$ cat config.mk
export PLATFORM = sky130hd
export DESIGN_NAME = fuzzy_gain_scheduler_7x7
export DESIGN_NICKNAME = d
export VERILOG_FILES = /design/src/rtl/core/fgs_pkg.sv /design/src/rtl/core/fgs_fuzz.sv /design/src/rtl/core/fgs_div.sv /design/src/rtl/core/fuzzy_gain_scheduler_7x7.sv
export SDC_FILE = /design/constraint.sdc
export NUM_CORES = 2
export LEC_CHECK = 0
export ABC_AREA = 1
export BUFFER_PORTS_ARGS = -buffer_cell sky130_fd_sc_hd__buf_4
export CAP_MARGIN = 20
export CORE_ASPECT_RATIO = 1.75
export CORE_UTILIZATION = 60
export CTS_CLUSTER_SIZE = 20
export DETAILED_ROUTE_END_ITERATION = 12
export PLACE_DENSITY = 0.76
export SLEW_MARGIN = 25
export SYNTH_ARGS = -nofsm -noshare
export SYNTH_HDL_FRONTEND = slang
export SYNTH_SLANG_ARGS = --single-unit
$ cat constraint.sdc
create_clock -name i_clk -period 25 [get_ports i_clk]
set_clock_uncertainty 0.1 [all_clocks]
set_input_delay 2.5 -clock i_clk [delete_from_list [all_inputs] [get_ports i_clk]]
set_output_delay 2.5 -clock i_clk [all_outputs]
set_load 0.02 [all_outputs]
$ cat src/rtl/core/fgs_pkg.sv
`default_nettype none
// ---------------------------------------------------------------------------
// fgs_pkg
// Shared constants and types for the fuzzy gain scheduler.
// ---------------------------------------------------------------------------
package fgs_pkg;

    localparam int LEVELS = 7;
    localparam int BP_W   = 9;
    localparam int LV_W   = 9;
    localparam int RULE_W = 4;
    localparam int IN_W   = 16;
    localparam int OUT_W  = 10;
    localparam int CFG_W  = 63;
    localparam int IDX_W  = 3;
    localparam int MEM_W  = 9;   // membership 0..256
    localparam int NUM_W  = 20;  // |sum w*q| <= 512*511

    localparam logic [IDX_W-1:0] REG_ERR_BP  = 3'd0;
    localparam logic [IDX_W-1:0] REG_CHG_BP  = 3'd1;
    localparam logic [IDX_W-1:0] REG_LEVELS  = 3'd2;
    localparam logic [IDX_W-1:0] REG_RULES01 = 3'd3;
    localparam logic [IDX_W-1:0] REG_RULES23 = 3'd4;
    localparam logic [IDX_W-1:0] REG_RULES45 = 3'd5;
    localparam logic [IDX_W-1:0] REG_RULES6  = 3'd6;

    // Fuzzified input: lower level and lower membership.
    typedef struct packed {
        logic [2:0]       lvl;
        logic [MEM_W-1:0] mlow;
    } t_fuzz;

endpackage : fgs_pkg
`default_nettype wire

$ cat src/rtl/core/fgs_fuzz.sv
`default_nettype none
// ---------------------------------------------------------------------------
// fgs_fuzz
// Pipelined fuzzifier: segment search, then membership divide.
// The divide is a 9-step restoring divider split over 3 stages of 3
// quotient bits, followed by the output register (4 stages in all).
// ---------------------------------------------------------------------------
module fgs_fuzz #(
    parameter int LEVELS = fgs_pkg::LEVELS
) (
    input  wire logic                           i_clk,
    input  wire logic [fgs_pkg::CFG_W-1:0]      i_bp,
    input  wire logic [fgs_pkg::IN_W-1:0]       i_x,
    input  wire logic [3:0]                     i_en,   // per-stage advance
    output      fgs_pkg::t_fuzz                 o_fuzz
);
    localparam int BW = fgs_pkg::BP_W;
    localparam int DW = 18;  // (hi-x)*256 dividend magnitude bound < 2^18

    // stage A: segment search
    logic [2:0]    n_lvl;
    logic          n_sat;  // membership fixed, no divide
    logic [8:0]    n_fix;
    logic [DW-1:0] n_num;
    logic [10:0]   n_den;

    logic [2:0]    r_lvl [3];
    logic          r_sat [3];
    logic [8:0]    r_fix [3];
    logic [DW-1:0] r_rem [3];
    logic [10:0]   r_den [3];
    logic [8:0]    r_q   [3];

    always_comb begin
        logic signed [BW-1:0] bp [LEVELS];
        logic signed [16:0]   x;
        logic                 found;
        logic signed [16:0]   d;
        for (int i = 0; i < LEVELS; i++) bp[i] = i_bp[i*BW +: BW];
        x = {i_x[15], i_x};
        n_lvl = 3'd5; n_sat = 1'b1; n_fix = 9'd0; n_num = '0; n_den = '0;
        found = 1'b0;
        d = '0;
        if (x <= 17'(bp[0])) begin
            n_lvl = 3'd0; n_fix = 9'd256; found = 1'b1;
        end
        for (int k = 1; k < LEVELS; k++) begin
            if (!found && x <= 17'(bp[k])) begin
                found = 1'b1;
                n_lvl = 3'(k - 1);
                n_sat = 1'b0;
                d = 17'(bp[k]) - x;            // 0..510
                n_num = DW'({d[9:0], 8'd0});
                n_den = 11'(12'(bp[k]) - 12'(bp[k-1]));
            end
        end
    end

    // restoring divide, 3 quotient bits per stage, 9 bits total
    always_ff @(posedge i_clk) begin
        if (i_en[0]) begin
            logic [DW-1:0] rm; logic [8:0] q;
            rm = n_num; q = '0;
            for (int b = 8; b >= 6; b--) begin
                if (rm >= (DW'(n_den) << b)) begin
                    rm = rm - (DW'(n_den) << b); q[b] = 1'b1;
                end
            end
            r_lvl[0] <= n_lvl; r_sat[0] <= n_sat; r_fix[0] <= n_fix;
            r_rem[0] <= rm; r_den[0] <= n_den; r_q[0] <= q;
        end
        for (int s = 1; s < 3; s++) begin
            if (i_en[s]) begin
                logic [DW-1:0] rm; logic [8:0] q;
                rm = r_rem[s-1]; q = r_q[s-1];
                for (int b = 8 - 3*s; b >= 6 - 3*s; b--) begin
                    if (rm >= (DW'(r_den[s-1]) << b)) begin
                        rm = rm - (DW'(r_den[s-1]) << b); q[b] = 1'b1;
                    end
                end
                r_lvl[s] <= r_lvl[s-1]; r_sat[s] <= r_sat[s-1];
                r_fix[s] <= r_fix[s-1]; r_rem[s] <= rm;
                r_den[s] <= r_den[s-1]; r_q[s] <= q;
            end
        end
    end

    always_ff @(posedge i_clk) begin
        if (i_en[3]) begin
            o_fuzz.lvl  <= r_lvl[2];
            o_fuzz.mlow <= r_sat[2] ? r_fix[2] : r_q[2];
        end
    end
endmodule : fgs_fuzz
`default_nettype wire

$ cat src/rtl/core/fgs_div.sv
`default_nettype none
// ---------------------------------------------------------------------------
// fgs_div
// Pipelined rounded signed divide: magnitude (2|num|+den)/(2den), 11 quotient
// bits in four stages of up to three, then sign in the output register.
// ---------------------------------------------------------------------------
module fgs_div (
    input  wire logic                      i_clk,
    input  wire logic [4:0]                i_en,
    input  wire logic                      i_neg,
    input  wire logic [fgs_pkg::NUM_W-1:0] i_mag,
    input  wire logic [9:0]                i_den,   // 1..512
    output      logic [fgs_pkg::OUT_W-1:0] o_gain
);
    localparam int NW = 22;
    localparam int QB = 11;  // quotient < 512 fits in 10 bits; 11 safe
    localparam int ST = 4;
    localparam int PER = 3;  // 11 bits over 4 stages

    typedef logic [fgs_pkg::OUT_W-1:0] t_gain;

    logic [NW-1:0] r_rem [ST];
    logic [10:0]   r_dd  [ST];
    logic [QB-1:0] r_q   [ST];
    logic          r_neg [ST];

    always_ff @(posedge i_clk) begin
        for (int s = 0; s < ST; s++) begin
            if (i_en[s]) begin
                logic [NW-1:0] rm; logic [QB-1:0] q; logic [10:0] dd; logic ng;
                int p;
                p = (s == 0) ? 0 : s - 1;
                if (s == 0) begin
                    rm = NW'({i_mag, 1'b0}) + NW'(i_den);
                    dd = {i_den, 1'b0}; q = '0; ng = i_neg;
                end else begin
                    rm = r_rem[p]; dd = r_dd[p]; q = r_q[p]; ng = r_neg[p];
                end
                for (int b = QB - 1 - PER*s; b >= QB - PER*(s+1) && b >= 0; b--) begin
                    if (rm >= (NW'(dd) << b)) begin
                        rm = rm - (NW'(dd) << b); q[b] = 1'b1;
                    end
                end
                r_rem[s] <= rm; r_dd[s] <= dd; r_q[s] <= q; r_neg[s] <= ng;
            end
        end
        if (i_en[ST]) begin
            o_gain <= r_neg[ST-1] ? t_gain'(-r_q[ST-1]) : t_gain'(r_q[ST-1]);
        end
    end
endmodule : fgs_div
`default_nettype wire

$ cat src/rtl/core/fuzzy_gain_scheduler_7x7.sv
`default_nettype none
// ---------------------------------------------------------------------------
// fuzzy_gain_scheduler_7x7
// Fuzzy gain scheduler over a 7x7 rule table.
// ---------------------------------------------------------------------------
// Pipelined: one item per cycle while the output is not stalled. Depth
// is set by the membership divider (4 stages), rule and
// weight stages (2), the weighted sum (1), and the rounded average
// divider (5, the last of which is the output register). Output stall
// halts the whole pipe; ready follows the output register being empty
// or being taken.
module fuzzy_gain_scheduler_7x7 #(
    parameter int LEVELS = fgs_pkg::LEVELS
) (
    input  wire logic                              i_clk,
    input  wire logic                              i_rst_n,
    input  wire logic                              i_cfg_we,
    input  wire logic [fgs_pkg::IDX_W-1:0]         i_cfg_idx,
    input  wire logic [fgs_pkg::CFG_W-1:0]         i_cfg_data,
    input  wire logic                              i_valid,
    output      logic                              o_ready,
    input  wire logic signed [fgs_pkg::IN_W-1:0]   i_error,
    input  wire logic signed [fgs_pkg::IN_W-1:0]   i_error_change,
    output      logic                              o_valid,
    input  wire logic                              i_ready,
    output      logic signed [fgs_pkg::OUT_W-1:0]  o_gain
);
    localparam int DEPTH = 12;

    logic [62:0] r_ebp, r_cbp, r_lv;
    logic [55:0] r_r01, r_r23, r_r45;
    logic [27:0] r_r6;

    always_ff @(posedge i_clk) begin
        if (!i_rst_n) begin
            r_ebp <= '0; r_cbp <= '0; r_lv <= '0;
            r_r01 <= '0; r_r23 <= '0; r_r45 <= '0; r_r6 <= '0;
        end else if (i_cfg_we) begin
            unique case (i_cfg_idx)
                fgs_pkg::REG_ERR_BP:  r_ebp <= i_cfg_data;
                fgs_pkg::REG_CHG_BP:  r_cbp <= i_cfg_data;
                fgs_pkg::REG_LEVELS:  r_lv  <= i_cfg_data;
                fgs_pkg::REG_RULES01: r_r01 <= i_cfg_data[55:0];
                fgs_pkg::REG_RULES23: r_r23 <= i_cfg_data[55:0];
                fgs_pkg::REG_RULES45: r_r45 <= i_cfg_data[55:0];
                fgs_pkg::REG_RULES6:  r_r6  <= i_cfg_data[27:0];
                default: ;
            endcase
        end
    end

    // whole pipe advances together; stall when output full and not taken
    logic adv;
    logic [DEPTH-1:0] r_vld;
    assign adv     = !o_valid || i_ready;
    assign o_ready = adv;
    assign o_valid = r_vld[DEPTH-1];

    always_ff @(posedge i_clk) begin
        if (!i_rst_n) r_vld <= '0;
        else if (adv) r_vld <= {r_vld[DEPTH-2:0], i_valid};
    end

    fgs_pkg::t_fuzz fe, fc;
    fgs_fuzz #(.LEVELS(LEVELS)) u_fe (.i_clk, .i_bp(r_ebp), .i_x(i_error),
                                      .i_en({4{adv}}), .o_fuzz(fe));
    fgs_fuzz #(.LEVELS(LEVELS)) u_fc (.i_clk, .i_bp(r_cbp), .i_x(i_error_change),
                                      .i_en({4{adv}}), .o_fuzz(fc));

    // stage: rule lookup and weights
    logic signed [3:0] r_rl [4];
    logic [8:0]        r_w  [4];

    function automatic logic signed [3:0] rule_at(input logic [2:0] r, input logic [2:0] c,
                                                  input logic [195:0] tbl);
        logic signed [3:0] v;
        v = 4'sd0;
        if (r < 3'd7 && c < 3'd7) begin
            v = tbl[4*(32'(r)*7 + 32'(c)) +: 4];
            if (v > 4'sd6) v = 4'sd6;
            if (v < -4'sd6) v = -4'sd6;
        end
        return v;
    endfunction

    always_ff @(posedge i_clk) begin
        if (adv) begin
            logic [195:0] tbl;
            logic [8:0] me0, me1, mc0, mc1;
            tbl = {r_r6, r_r45, r_r23, r_r01};
            me0 = fe.mlow; me1 = 9'd256 - fe.mlow;
            mc0 = fc.mlow; mc1 = 9'd256 - fc.mlow;
            r_rl[0] <= rule_at(fe.lvl, fc.lvl, tbl);
            r_rl[1] <= rule_at(fe.lvl + 3'd1, fc.lvl, tbl);
            r_rl[2] <= rule_at(fe.lvl, fc.lvl + 3'd1, tbl);
            r_rl[3] <= rule_at(fe.lvl + 3'd1, fc.lvl + 3'd1, tbl);
            r_w[0] <= (me0 < mc0) ? me0 : mc0;
            r_w[1] <= (me1 < mc0) ? me1 : mc0;
            r_w[2] <= (me0 < mc1) ? me0 : mc1;
            r_w[3] <= (me1 < mc1) ? me1 : mc1;
        end
    end

    // stage: shared consequent pruning and level values
    logic [8:0]        r_w2 [4];
    logic signed [9:0] r_q  [4];
    always_ff @(posedge i_clk) begin
        if (adv) begin
            logic [8:0] w [4];
            logic [3:0] mag;
            logic [8:0] lv;
            for (int a = 0; a < 4; a++) w[a] = r_w[a];
            for (int a = 0; a < 3; a++)
                for (int b = a + 1; b < 4; b++)
                    if (r_rl[a] == r_rl[b]) begin
                        if (w[a] > w[b]) w[b] = 9'd0;
                        else w[a] = 9'd0;
                    end
            for (int a = 0; a < 4; a++) begin
                mag = r_rl[a][3] ? 4'(-r_rl[a]) : 4'(r_rl[a]);
                lv  = r_lv[9*32'(mag[2:0]) +: 9];
                r_q[a]  <= r_rl[a][3] ? -$signed({1'b0, lv}) : $signed({1'b0, lv});
                r_w2[a] <= w[a];
            end
        end
    end

    // stage: weighted sum
    logic                      r_neg;
    logic [fgs_pkg::NUM_W-1:0] r_mag;
    logic [9:0]                r_den;
    always_ff @(posedge i_clk) begin
        if (adv) begin
            logic signed [21:0] num;
            logic [10:0] den;
            num = '0; den = '0;
            for (int a = 0; a < 4; a++) begin
                num = num + 22'($signed({1'b0, r_w2[a]})) * 22'(r_q[a]);
                den = den + 11'(r_w2[a]);
            end
            r_neg <= num[21];
            r_mag <= num[21] ? fgs_pkg::NUM_W'(-num) : fgs_pkg::NUM_W'(num);
            r_den <= den[9:0];
        end
    end

    logic [fgs_pkg::OUT_W-1:0] gain;
    fgs_div u_div (.i_clk, .i_en({5{adv}}), .i_neg(r_neg), .i_mag(r_mag), .i_den(r_den),
                   .o_gain(gain));
    assign o_gain = gain;
endmodule : fuzzy_gain_scheduler_7x7
`default_nettype wire

==> results.yml <==
yosys:
  ys_types: 86
  synth_edf_count: 475
  yosys_warnings: 0
  synth.mux.area_fraction_pct: 0.0911
  synth_ff_type: "edfxtp_1"
  synth_area_leaders: "edfxtp_1, ha_1, nand2_1"
  postSynthCellCount: 12249
  synth_compound_area_share_pct: 17.0
  synthArstFlopShare_pct: 0
  ys_seq_area_share_pct: 24.5
  yosys.area.top_type: "edfxtp_1"
  synthAdderAreaFrac_pct: 23.6
  netlist_area_um2: 90600
  synth_top_family_by_area: "adder cells"
  syn_nets: 13824
  synth-simple-area-share_pct: 19.9
  synth_seq_cells: 872
  synthXorXnorAreaFrac_pct: 5.21
  synthTopCellsByCount: "nand2_1, inv_1, o21ai_0"
  synth.most_common_cell: "nand2_1"
  avgSynthCellArea_um2: 7.40
  yosysTopAreaCellShare_pct: 15.7
worst_setup_path:
  crit_top_cell: "nand2_1"
  end_kind: "register"
  worst_path_largest_cell_delay_ns: 0.70
  worst_path_max_delay_cell: "a2111oi_0"
  critical_path.max_fanout: 17
  worstPathRequired_ns: 25.42
  crit_type: "input port to register"
  critPathBufInv: 9
  arrival_ns: 13.10
  cp_top_family: "compound AO/OA/AOI/OAI gates"
  startpoint_type: "input port"
  r2r_setup_slack_ns: 14.08
sta:
  hold_viol: 0
  slew_viol_final: 0
  maxSlewHeadroom_pct: 21.4
  fin_setup_tns_ns: 0
  tightest_slew_ns: 1.18
  period_share_pct: 50.7
  fin_ws_ns: 12.32
  setup_viol: 0
  fmax_mhz: 78.9
  layout_min_cycle_time_ns: 12.68
  grt_setup_unrepaired: "no"
worst_hold_path:
  hp-class: "register to register"
global_route:
  track_usage_pct: 44.8
  grt_start_max_net_pins: 243
  antenna_found_initial: 31
  overflow: 0
  grt_pass1_vias: 86613
  grt_pass1_wl_mm: 508
floorplan:
  rows: 188
  chipHeight_um: 516
  die_w_um: 296
  initial_core_util_pct: 60.5
  die-area_um2: 153000
  pin_count: 115
  core_um2: 150000
route:
  drt-total-wl_mm: 344
  route.detailed.drc: 0
  ant_nets: 0
  vias_per_cell: 6.16
  dr.pass1.iters: 8
  num_vias: 87517
  wl_per_cell_um: 24.2
  drt-initial-drc-count: 8416
clock_tree:
  cts_tree: "built"
  clock_latency_ns: 0.78
  cts_htree_levels: 3
  numCtsBuffers: 87
  clk_pin_slew_ns: 0.07
  clock_sinks: 872
  clockBufferDepth: 3
  cts_resized: 0
  root_buffer: "clkbuf_16"
  hold_buffers: 0
  post_cts_buffers: 0
finish:
  nets: 13669
  layout-drive-gt1-share_pct: 5.30
  fin_util_pct: 64.2
  syn_to_final_growth_pct: 6.06
job:
  cap_violations: 0
placement:
  place_worst_setup_slack_ns: 11.72
  port_buffers: 114
  place.gp.congestion: 1.08
  dp_hpwl_mm: 264
status:
  status: "finished, final reports clean"
## per-stage QoR
step	instance area, um^2	hold WS, ns	std cells
6_report	96100	0.306	14196
5_1_grt	96100	0.325	14167
4_1_cts	96000	0.315	14162
3_5_place_dp	92900	0.305	13999
3_3_place_gp	92900	0.300	13999
2_1_floorplan	90600	0.300	12249
## worst paths after layout
check,from,end,cells after the start
max,i_error_change[1],u_fc.r_rem[0][15],58
min,u_fe.r_lvl[0][0],u_fe.r_lvl[1][0],0
max reg2reg,r_cbp[8],u_fc.r_rem[0][15],54
min reg2reg,u_fe.r_lvl[0][0],u_fe.r_lvl[1][0],0
## cells by family (layout without fill, tap and decap cells)
kind of cell    Yosys count  in the layout
mux                       8              8
compound gates         2814           2814
flops                   872            872
buf+inv                2289           2208
simple gates           4257           4257
other cells               0             33
xor+xnor                537            537
fa+ha+maj              1472           1472
## cell usage in the layout, fill, tap and decap left out, types with 42 or more instances in the layout
cell type	count
nand2_1	2323
clkbuf_16	89
o211ai_1	83
a31oi_1	64
xor2_1	320
buf_4	174
dfxtp_1	397
inv_1	1814
nor3_1	146
ha_1	1074
or2_2	79
a21oi_1	1009
nand4_1	105
edfxtp_1	475
xnor2_1	208
fa_1	394
a21o_1	49
nand2_2	53
o21bai_1	42
o21ai_0	1296
nand3_1	446
nor2_1	948
## per-layer routing
layer / wire length, um / vias to the layer above / track usage (%)
met5: 183 / - / 0
met4: 47500 / 20 / 51.2
met3: 29300 / 2162 / 11.8
met2: 163000 / 4630 / 75.6
met1: 104000 / 40561 / 40.9
li1: - / 40144 / -
## area by class of cell
cell class	count	area, um^2
clock buffers	97	2300
flip-flops and latches	872	22200
fillers	13249	53700
clock inverters	66	806
repair buffers	181	1420
multi-input cells	9088	59800
well taps	1995	2500
diodes	33	82.6
inverters	1864	7020
## sequential cells by signal, summed over array words and instances (netlist names), 20 cells and up
register / cells
r_w: 36
u_div.r_q: 25
r_mag: 20
r_lv: 63
r_r01: 56
u_fe.r_den: 20
r_r6: 28
r_ebp: 63
u_div.r_rem: 66
u_div.r_dd: 27
r_r45: 56
r_r23: 56
r_cbp: 63
r_q: 40
u_fc.r_den: 20
u_fe.r_rem: 27
r_w2: 36
u_fc.r_rem: 27
Power is left out: the tool's default activity adds up to more than one toggle a clock period on the data nets, which glitch-free logic cannot reach.
